--- src/rtl/trss_pkg.sv ---
package trss_pkg;

  localparam logic [15:0] HoldReset  = 16'd3000;
  localparam logic [2:0]  TripTotals = 3'd2;
  localparam logic [2:0]  TripCumul  = 3'd4;
  localparam logic [2:0]  TripBoth   = 3'd7;

  typedef enum logic [0:0] {
    OpUpdate  = 1'b0,
    OpProcess = 1'b1
  } op_e;

  typedef enum logic [3:0] {
    RpIdle   = 4'b0001,
    RpBefore = 4'b0010,
    RpReset  = 4'b0100,
    RpAfter  = 4'b1000
  } reset_phase_e;

  typedef enum logic [2:0] {
    CpIdle    = 3'b001,
    CpAlive   = 3'b010,
    CpStandby = 3'b100
  } comfort_phase_e;

  typedef struct packed {
    logic        operation;
    logic        ignition_on;
    logic        trip_button;
    logic [2:0]  trip_code;
    logic [31:0] now_ms;
  } trss_req_t;

  typedef struct packed {
    logic reset_totals;
    logic reset_cumulative;
    logic keep_alive;
  } trss_rsp_t;

endpackage

--- src/rtl/trss_if.sv ---
interface trss_req_if;
  import trss_pkg::*;

  logic      valid;
  logic      ready;
  trss_req_t data;

  modport source (output valid, output data, input ready);
  modport sink   (input valid, input data, output ready);
endinterface

interface trss_rsp_if;
  import trss_pkg::*;

  logic      valid;
  logic      ready;
  trss_rsp_t data;

  modport source (output valid, output data, input ready);
  modport sink   (input valid, input data, output ready);
endinterface

--- src/rtl/trip_reset_status_sequencer.sv ---
// Trip reset and status sequencer.
// in_req_i: request channel (valid/ready). An update request samples ignition,
//   trip button, trip code and the millisecond time; it yields no status.
//   A process request advances the reset or comfort sequence and yields at
//   most one status on out_rsp_o.
// out_rsp_o: status channel (valid/ready) with reset_totals, reset_cumulative
//   and keep_alive.
// cfg_we_i/cfg_wdata_i: writes hold_time_ms; reset value 3000.
// Status path: a status is registered in the result register or the skid.
// Throughput: one request per cycle if skid empty; all state set on accept.
// Stall: a result register plus one skid entry; with the receiver stalled,
//   requests that yield no status keep flowing, one more status-producing
//   request is taken into the skid, then ready drops until the skid drains.
// Reset: all sequence state idle, ignition and button cleared, no status
//   pending, hold time back to 3000 ms.
module trip_reset_status_sequencer (
  input  logic               clk_i,
  input  logic               rst_ni,
  input  logic               cfg_we_i,
  input  logic [15:0]        cfg_wdata_i,
  trss_req_if.sink           in_req_i,
  trss_rsp_if.source         out_rsp_o
);
  import trss_pkg::*;

  logic [15:0]    hold_q;
  logic           ign_now_q, ign_now_d;
  logic           ign_before_q, ign_before_d;
  logic [2:0]     sel_trip_q, sel_trip_d;
  logic           held_q, held_d;
  logic [31:0]    press_time_q, press_time_d;
  logic           press_valid_q, press_valid_d;
  reset_phase_e   rp_q, rp_d;
  comfort_phase_e cp_q, cp_d;

  logic           has_rsp;
  trss_rsp_t      rsp;
  logic           accept, push, pop;
  logic           out_valid_q, skid_valid_q;
  trss_rsp_t      out_data_q, skid_data_q;
  logic [31:0]    elapsed;
  trss_req_t      req;

  assign req     = in_req_i.data;
  assign elapsed = req.now_ms - press_time_q;

  always_comb begin
    ign_now_d     = ign_now_q;
    ign_before_d  = ign_before_q;
    sel_trip_d    = sel_trip_q;
    held_d        = held_q;
    press_time_d  = press_time_q;
    press_valid_d = press_valid_q;
    rp_d          = rp_q;
    cp_d          = cp_q;
    has_rsp       = 1'b0;
    rsp           = '0;
    if (op_e'(req.operation) == OpUpdate) begin
      ign_now_d = req.ignition_on;
      if (req.ignition_on) begin
        sel_trip_d = req.trip_code;
        if (req.trip_button && !held_q) begin
          held_d        = 1'b1;
          press_time_d  = req.now_ms;
          press_valid_d = 1'b1;
        end
        if (!req.trip_button && held_q) begin
          rp_d          = RpIdle;
          held_d        = 1'b0;
          press_time_d  = '0;
          press_valid_d = 1'b0;
        end
        // fresh press gives zero elapsed, so only an existing hold can arm
        if (rp_q == RpIdle && req.trip_button && held_q && press_valid_q &&
            elapsed > {16'd0, hold_q}) begin
          rp_d = RpBefore;
        end
      end
    end else begin
      if (ign_now_q) begin
        case (rp_q)
          RpBefore: begin
            has_rsp        = 1'b1;
            rsp.keep_alive = 1'b1;
            rp_d           = RpReset;
          end
          RpReset: begin
            has_rsp              = 1'b1;
            rsp.keep_alive       = 1'b1;
            rsp.reset_totals     = sel_trip_q inside {TripTotals, TripBoth};
            rsp.reset_cumulative = sel_trip_q inside {TripCumul, TripBoth};
            rp_d                 = RpAfter;
          end
          RpAfter: begin
            has_rsp        = 1'b1;
            rsp.keep_alive = 1'b1;
            rp_d           = RpIdle;
          end
          default: rp_d = RpIdle;
        endcase
      end else begin
        case (ign_before_q ? CpAlive : cp_q)
          CpAlive: begin
            has_rsp        = 1'b1;
            rsp.keep_alive = 1'b1;
            cp_d           = CpStandby;
          end
          CpStandby: begin
            has_rsp = 1'b1;
            cp_d    = CpIdle;
          end
          default: cp_d = CpIdle;
        endcase
      end
      ign_before_d = ign_now_q;
    end
  end

  assign in_req_i.ready  = !skid_valid_q;
  assign accept          = in_req_i.valid && in_req_i.ready;
  assign push            = accept && has_rsp;
  assign pop             = out_valid_q && out_rsp_o.ready;
  assign out_rsp_o.valid = out_valid_q;
  assign out_rsp_o.data  = out_data_q;

  always_ff @(posedge clk_i or negedge rst_ni) begin
    if (!rst_ni) begin
      hold_q        <= HoldReset;
      ign_now_q     <= 1'b0;
      ign_before_q  <= 1'b0;
      sel_trip_q    <= '0;
      held_q        <= 1'b0;
      press_time_q  <= '0;
      press_valid_q <= 1'b0;
      rp_q          <= RpIdle;
      cp_q          <= CpIdle;
    end else begin
      if (cfg_we_i) begin
        hold_q <= cfg_wdata_i;
      end
      if (accept) begin
        ign_now_q     <= ign_now_d;
        ign_before_q  <= ign_before_d;
        sel_trip_q    <= sel_trip_d;
        held_q        <= held_d;
        press_time_q  <= press_time_d;
        press_valid_q <= press_valid_d;
        rp_q          <= rp_d;
        cp_q          <= cp_d;
      end
    end
  end

  always_ff @(posedge clk_i or negedge rst_ni) begin
    if (!rst_ni) begin
      out_valid_q  <= 1'b0;
      skid_valid_q <= 1'b0;
    end else if (skid_valid_q) begin
      if (pop) begin
        skid_valid_q <= 1'b0;
      end
    end else if (push) begin
      if (!out_valid_q || pop) begin
        out_valid_q <= 1'b1;
      end else begin
        skid_valid_q <= 1'b1;
      end
    end else if (pop) begin
      out_valid_q <= 1'b0;
    end
  end

  always_ff @(posedge clk_i) begin
    if (skid_valid_q) begin
      if (pop) begin
        out_data_q <= skid_data_q;
      end
    end else if (push) begin
      if (!out_valid_q || pop) begin
        out_data_q <= rsp;
      end else begin
        skid_data_q <= rsp;
      end
    end
  end

endmodule
--- src/flat_wrapper.sv ---
// flat-port wrapper written by rule: the top's interface ports become plain ports
module trip_reset_status_sequencer_flat import trss_pkg::*;
  (clk_i, rst_ni, cfg_we_i, cfg_wdata_i, in_req_i_valid, in_req_i_data, in_req_i_ready, out_rsp_o_valid, out_rsp_o_data, out_rsp_o_ready);
  trss_req_if in_req_i_i ();
  trss_rsp_if out_rsp_o_i ();
  input  logic clk_i;
  input  logic rst_ni;
  input  logic cfg_we_i;
  input  logic [15:0] cfg_wdata_i;
  input wire logic [$bits(in_req_i_i.valid)-1:0] in_req_i_valid;
  input wire logic [$bits(in_req_i_i.data)-1:0] in_req_i_data;
  output wire logic [$bits(in_req_i_i.ready)-1:0] in_req_i_ready;
  output wire logic [$bits(out_rsp_o_i.valid)-1:0] out_rsp_o_valid;
  output wire logic [$bits(out_rsp_o_i.data)-1:0] out_rsp_o_data;
  input wire logic [$bits(out_rsp_o_i.ready)-1:0] out_rsp_o_ready;
  assign in_req_i_i.valid = in_req_i_valid;
  assign in_req_i_i.data = in_req_i_data;
  assign in_req_i_ready = in_req_i_i.ready;
  assign out_rsp_o_valid = out_rsp_o_i.valid;
  assign out_rsp_o_data = out_rsp_o_i.data;
  assign out_rsp_o_i.ready = out_rsp_o_ready;
  trip_reset_status_sequencer u_core (.clk_i(clk_i), .rst_ni(rst_ni), .cfg_we_i(cfg_we_i), .cfg_wdata_i(cfg_wdata_i), .in_req_i(in_req_i_i), .out_rsp_o(out_rsp_o_i));
endmodule
--- config.mk ---
export PLATFORM = sky130hd
export DESIGN_NAME = trip_reset_status_sequencer_flat
export DESIGN_NICKNAME = d
export VERILOG_FILES = /design/src/rtl/trss_pkg.sv /design/src/rtl/trss_if.sv /design/src/rtl/trip_reset_status_sequencer.sv /design/src/flat_wrapper.sv
export SDC_FILE = /design/constraint.sdc
export NUM_CORES = 1
export LEC_CHECK = 0
export ABC_AREA = 1
export BUFFER_PORTS_ARGS = -buffer_cell sky130_fd_sc_hd__buf_2
export CORE_MARGIN = 1
export CORE_UTILIZATION = 34
export DETAILED_ROUTE_END_ITERATION = 10
export GPL_ROUTABILITY_DRIVEN = 0
export PLACE_DENSITY = 0.58
export SLEW_MARGIN = 20
export SYNTH_ARGS = -nofsm -noshare
export SYNTH_HDL_FRONTEND = slang
export SYNTH_SLANG_ARGS = --single-unit
--- constraint.sdc ---
create_clock -name clk_i -period 3.5 [get_ports clk_i]
set_clock_uncertainty 0.2 [all_clocks]
set_input_delay 0.175 -clock clk_i [delete_from_list [all_inputs] [get_ports clk_i]]
set_output_delay 0.175 -clock clk_i [all_outputs]
set_load 0.1 [all_outputs]
Word level (Yosys, flattened, before mapping)
Index checks and enable logic that the tools add are counted.
{ "op_classes": {"addsub": 1, "order_cmp": 1, "n_eq_ne": 12, "muxes": 32, "n_bitwise": 4, "n_reduce_logical": 33} }
{ "op_table": {"columns": ["cell", "count"], "rows": [
  ["$mux 32", 2],
  ["$gt 32x16->1", 1],
  ["$sub 32x32->32", 1],
  ["$mux 3", 7],
  ["$mux 4", 5],
  ["$mux 1", 15],
  ["$reduce_and 3->1", 5],
  ["$reduce_bool 2->1", 7],
  ["$eq 3x3->1 const B", 3],
  ["$logic_and 1x1->1", 9],
  ["$pmux 4 s2", 1],
  ["$reduce_and 4->1", 2],
  ["$eq 3x2->1 const B", 2],
  ["$eq 4x1->1 const B", 1],
  ["$eq 4x2->1 const B", 1],
  ["$eq 4x3->1 const B", 1],
  ["$eq 4x4->1 const B", 1],
  ["$logic_not 1->1", 4],
  ["$mux 2", 2],
  ["$ne 2x1->1 const B", 2],
  ["$not 1->1", 4],
  ["$reduce_and 2->1", 2],
  ["$reduce_bool 3->1", 1],
  ["$reduce_or 3->1", 1],
  ["3 further kinds", 3]
]} }
{ "word_totals": {"register_bits": 69, "inputBits": 59, "output_inout_bits": 5, "wordCells": 99} }

Longest topological paths before layout
{ "logic_depth": {"word_depth": 9, "depth_mapped": 27, "depth_no_buf": 27} }

Worst setup path before layout
Ideal clock, no wire load.
{ "synth_timing": {"kind": "reg2reg", "from": "register u_core.press_time_q[0]", "to": "register u_core.rp_q[3]", "setup_time_ps": 117, "arrival_time_ps": 2724, "t_required_ps": 3183, "slack_ps": 460, "stages_incl_launch_ff": 23, "n_path_buf": 0, "period_less_slack_ps": 3040, "path_cell_list": "dfrtp_1 -> ha_1 -> fa_1 -> inv_1 -> nand3_1 -> nand3_1 -> nand2_1 -> nand3_2 -> xor2_1 -> ha_1 -> nand2_1 -> nor3_1 -> nand4_1 -> nand2_1 -> nand3_1 -> nor2_1 -> nand2_1 -> nor2_1 -> nand2_1 -> nand2_2 -> nand3_4 -> nand3_1 -> nand2_1"} }
{ "synth_via": {"elab_chain_len": 6, "elab_cells_between_ends": 8, "cone_classes": "1 x add/sub; 1 x order compare; 3 x mux; 3 x reduce/logical"} }
{ "synth_lines": {"columns": ["item", "line_no", "rtl"], "rows": [
  ["start, declared", "trip_reset_status_sequencer.sv:31", "logic [31:0] press_time_q, press_time_d;"],
  ["start signal, assigned", "trip_reset_status_sequencer.sv:146", "press_time_q <= press_time_d;"],
  ["$sub 32x32->32 *", "trip_reset_status_sequencer.sv:45", "assign elapsed = req.now_ms - press_time_q;"],
  ["$gt 32x16->1 *", "trip_reset_status_sequencer.sv:75", "elapsed > {16'd0, hold_q}) begin"],
  ["$logic_and 1x1->1 *", "trip_reset_status_sequencer.sv:74", "if (rp_q == RpIdle && req.trip_button && held_q && press_valid_q &&"],
  ["$mux 4", "trip_reset_status_sequencer.sv:74", null],
  ["$mux 4", "trip_reset_status_sequencer.sv:60", "if (req.ignition_on) begin"],
  ["$mux 4", "trip_reset_status_sequencer.sv:58", "if (op_e'(req.operation) == OpUpdate) begin"],
  ["end signal, assigned", "trip_reset_status_sequencer.sv:135", "rp_q <= RpIdle;"],
  ["end signal, assigned", "trip_reset_status_sequencer.sv:148", "rp_q <= rp_d;"],
  ["end, declared", "trip_reset_status_sequencer.sv:33", "reset_phase_e rp_q, rp_d;"]
]} }
Every way passes the cells marked *; elsewhere a longest branch is shown, timed or not. The select of a mux whose other input is x is not followed.
A chain may end at the register's enable or synchronous reset.

Final worst setup path
{ "layout_timing": {"from": "register u_core.press_time_q[0]", "to": "register u_core.rp_q[2]"} }
Same word-level chain as after synthesis.

==> results.py <==
metrics = {
    "pwr": {
        "p_clk_share_pct": 45.2,
        "p_sw_uw": 594,
        "p_comb_share_pct": 16.0,
        "swShare_pct": 28.0,
        "pwr-share-seq_pct": 38.8,
        "power_density_nw_per_um2": 278,
        "peakVddDrop_mv": 0.218,
        "leakage_uw": 0.00420,
        "p_int_uw": 1520,
        "fin_total_pwr_uw": 2120,
    },
    "synthesis": {
        "ys_async_sr_fraction_pct": 91.2,
        "synthCells": 901,
        "seq_area_frac_synth_pct": 30.1,
        "yosys_register_bits": 68,
        "synth_fp_nets": 1009,
        "synth_warnings": 0,
        "synthDistinctLibCells": 36,
        "post_synth.cell_area_avg_um2": 6.42,
        "synth-edff-count": 6,
        "synth_flop_cell": "dfrtp_1",
        "syn_area_um2": 5780,
    },
    "global_routing": {
        "grt_max_degree": 40,
        "grt.overflow.total": 0,
        "grt_pass1_vias": 5565,
        "track_usage_pct": 19.0,
        "grt_first_pass_wirelength_mm": 26.2,
        "antenna_found_initial": 0,
    },
    "cts": {
        "clock_path_buffers": 2,
        "clkTransAtPathRegs_ns": 0.06,
        "clk_latency_ns": 0.36,
        "clockRootBuffer": "clkbuf_16",
        "cts_buffers": 9,
        "cts.htree.levels": 3,
        "cts_tree": "done",
        "cts_sinks": 68,
    },
    "floorplanning": {
        "start_util_pct": 34.9,
        "die_w_um": 132,
        "core_um2": 16600,
        "io-pin-count": 64,
        "dieArea_um2": 17500,
        "fp.dieH_um": 132,
        "row_count": 47,
    },
    "drt": {
        "detail-route-antenna-nets": 0,
        "vias_per_cell": 4.53,
        "vias": 5674,
        "topRoutingLayerUsed": "met4",
        "wirelength_met1_mm": 7.61,
        "drt-wirelength-per-cell_um": 12.7,
        "drcViolationCount": 0,
        "drt_wl_total_mm": 15.8,
        "drtPass1Iterations": 7,
        "route.met3.wl_um": 572,
        "drt_iter0_drc": 277,
        "wl_met2_mm": 7.30,
    },
    "placed_design": {
        "io_buffers": 63,
        "pre_cts_slack_ns": 0.0656,
        "dpl_cell_area_um2": 6360,
        "place_inst": 1177,
        "hpwlAfterDp_mm": 12.1,
    },
    "worst_setup_path": {
        "worst_setup_path_end_kind": "register",
        "crit_required_ns": 3.59,
        "crit_type": "register to register",
        "arrival_ns": 3.41,
        "cp_max_fo": 4,
        "crit_path_start_kind": "register",
    },
    "sta": {
        "report.final.slew_viol_count": 0,
        "post-route-period-util_pct": 94.8,
        "finalHoldViolCount": 0,
        "fin_ws_ns": 0.180,
        "period_needed_ns": 3.32,
        "setup_violations": 0,
        "worstMarginPinSlew_ns": 0.953,
        "rsz0062_at_grt": "yes",
        "max_slew_margin_pct": 36.4,
        "max_freq_mhz": 301,
    },
    "run_status": {
        "status": "complete, no violations",
    },
    "finish": {
        "final_cells": 1252,
        "fin_area_um2": 7620,
        "diodes": 0,
        "nFillCells": 1732,
        "area_growth_syn_to_layout_pct": 31.8,
        "finalCoreUtilization_pct": 46.0,
        "nNetsFinal": 1135,
        "drive_gt1_share_pct": 18.8,
    },
    "job": {
        "maxCapViolCount": 0,
    },
    "hold_path": {
        "min_path_type": "input port to register",
    },
}
## sequential cells by signal, indices dropped and copies added (netlist names)
register and flops:
u_core.skid_valid_q 1, u_core.sel_trip_q 3, u_core.held_q 1, u_core.skid_data_q 3, u_core.out_rsp_o.valid 1, u_core.ign_now_q 1
u_core.rp_q 4, u_core.press_time_q 32, u_core.ign_before_q 1, u_core.out_rsp_o.data 3, u_core.hold_q 16, u_core.cp_q 2
## worst max-delay path: stages (launching register included)
cell and delay (ns):
dfrtp_1 0.41, ha_4 0.18, fa_2 0.40, inv_2 0.09, buf_4 0.11, nand3_2 0.07, nand3_2 0.10, xor2_1 0.07
ha_1 0.29, nand4_1 0.11, nor3_2 0.19, nand4_1 0.12, nand2_1 0.09, nand3_1 0.06, nor2_1 0.10, nand2_1 0.06
nor2_1 0.10, nand2_1 0.09, nand2_2 0.10, nand3_4 0.09, nand2_4 0.10, nand2_1 0.05, nand2_1 0.06
## cells in the final DEF, fill, tap and decap left out, drive strengths merged, types with 6 or more instances in the layout
cell type and count:
nand2 316, a21oi 29, dfrtp 53, nor2 63, nand4 11, buf 73
dfstp 9, edfxtp 6, inv 187, nand3 66, nor3 12, dlygate4sd3 51
o21ai 54, ha 48, xor2 15, clkbuf 9
## path summary, 6_finish.rpt
kind	endpoint	cells after the start	start	slack, ns
max	u_core.rp_q[2]	22	u_core.press_time_q[0]	0.18
min	u_core.hold_q[5]	3	cfg_we_i	0.06
max reg2reg	u_core.rp_q[2]	22	u_core.press_time_q[0]	0.18
min reg2reg	u_core.hold_q[4]	2	u_core.hold_q[4]	0.30
max in group asynchronous	u_core.rp_q[0]	3	rst_ni	2.01
min in group asynchronous	u_core.press_time_q[7]	2	rst_ni	0.29
## power groups by stage
stage,Sequential [uW],Combinational (uW),Clock [uW]
2_1_floorplan,834,158,0
3_3_place_gp,835,262,0
3_5_place_dp,836,263,0
4_1_cts,821,312,981
5_1_grt,822,386,1010
6_report,821,339,957
## area by class of cell
class / instances / area, um^2 / area share [%]
clock buffer: 9 / 225 / 2.96
clock inverter: 7 / 76.3 / 1.00
inverter: 186 / 698 / 9.16
multi-input combinational: 634 / 3640 / 47.7
sequential: 68 / 1740 / 22.9
tap: 220 / 275 / 3.61
timing repair buffer: 128 / 966 / 12.7
## synthesized netlist by cell type (2+ instances only)
| cell | n | area [um^2] |
|---|---|---|
| a21oi_1 | 28 | 140 |
| and2_1 | 3 | 18.8 |
| buf_2 | 3 | 15.0 |
| clkbuf_1 | 9 | 33.8 |
| dfrtp_1 | 53 | 1330 |
| dfstp_2 | 9 | 236 |
| edfxtp_1 | 6 | 180 |
| ha_1 | 48 | 601 |
| inv_1 | 184 | 691 |
| inv_2 | 2 | 7.51 |
| mux2_2 | 3 | 33.8 |
| nand2_1 | 305 | 1140 |
| nand2_2 | 10 | 62.6 |
| nand3_1 | 62 | 310 |
| nand3_2 | 3 | 30.0 |
| nand4_1 | 11 | 68.8 |
| nor2_1 | 59 | 221 |
| nor2_2 | 4 | 25.0 |
| nor3_1 | 10 | 50.1 |
| nor3_2 | 2 | 20.0 |
| nor4_1 | 2 | 12.5 |
| o21ai_0 | 54 | 270 |
| o21bai_1 | 4 | 30.0 |
| xor2_1 | 15 | 131 |
## what timing repair did
action / in CTS / in global routing
hold endpoints to repair: 83 / 0
gates resized for setup: 0 / 91
setup endpoints to repair: 0 / 4
setup buffers: 0 / 10
hold buffers: 55 / 0
## cell families after synthesis
| group | after synthesis | share of synthesized area [%] |
|---|---|---|
| multiplexers | 3 | 0.584 |
| XOR/XNOR | 16 | 2.42 |
| adder cells (fa/ha/maj) | 49 | 10.7 |
| buffers and inverters | 199 | 13.1 |
| AND/OR/NAND/NOR | 476 | 34.9 |
| flip-flops | 68 | 30.1 |
| AO/OA/AOI/OAI | 90 | 8.14 |
## layer usage
layer	global-route usage, %	up-vias
li1	-	3034
met1	24.4	2527
met2	31.8	91
met3	3.61	22
met4	6.39	0
met5	0	-
## per-stage QoR
step,TNS [ns],hold WS (ns)
finish,0,0.0558
global route,-0.281,0.102
CTS,0,0.0486
detailed placement,0,0.184
global placement,0,0.182
floorplan,0,-0.321
(Power assumes the default switching activity.)
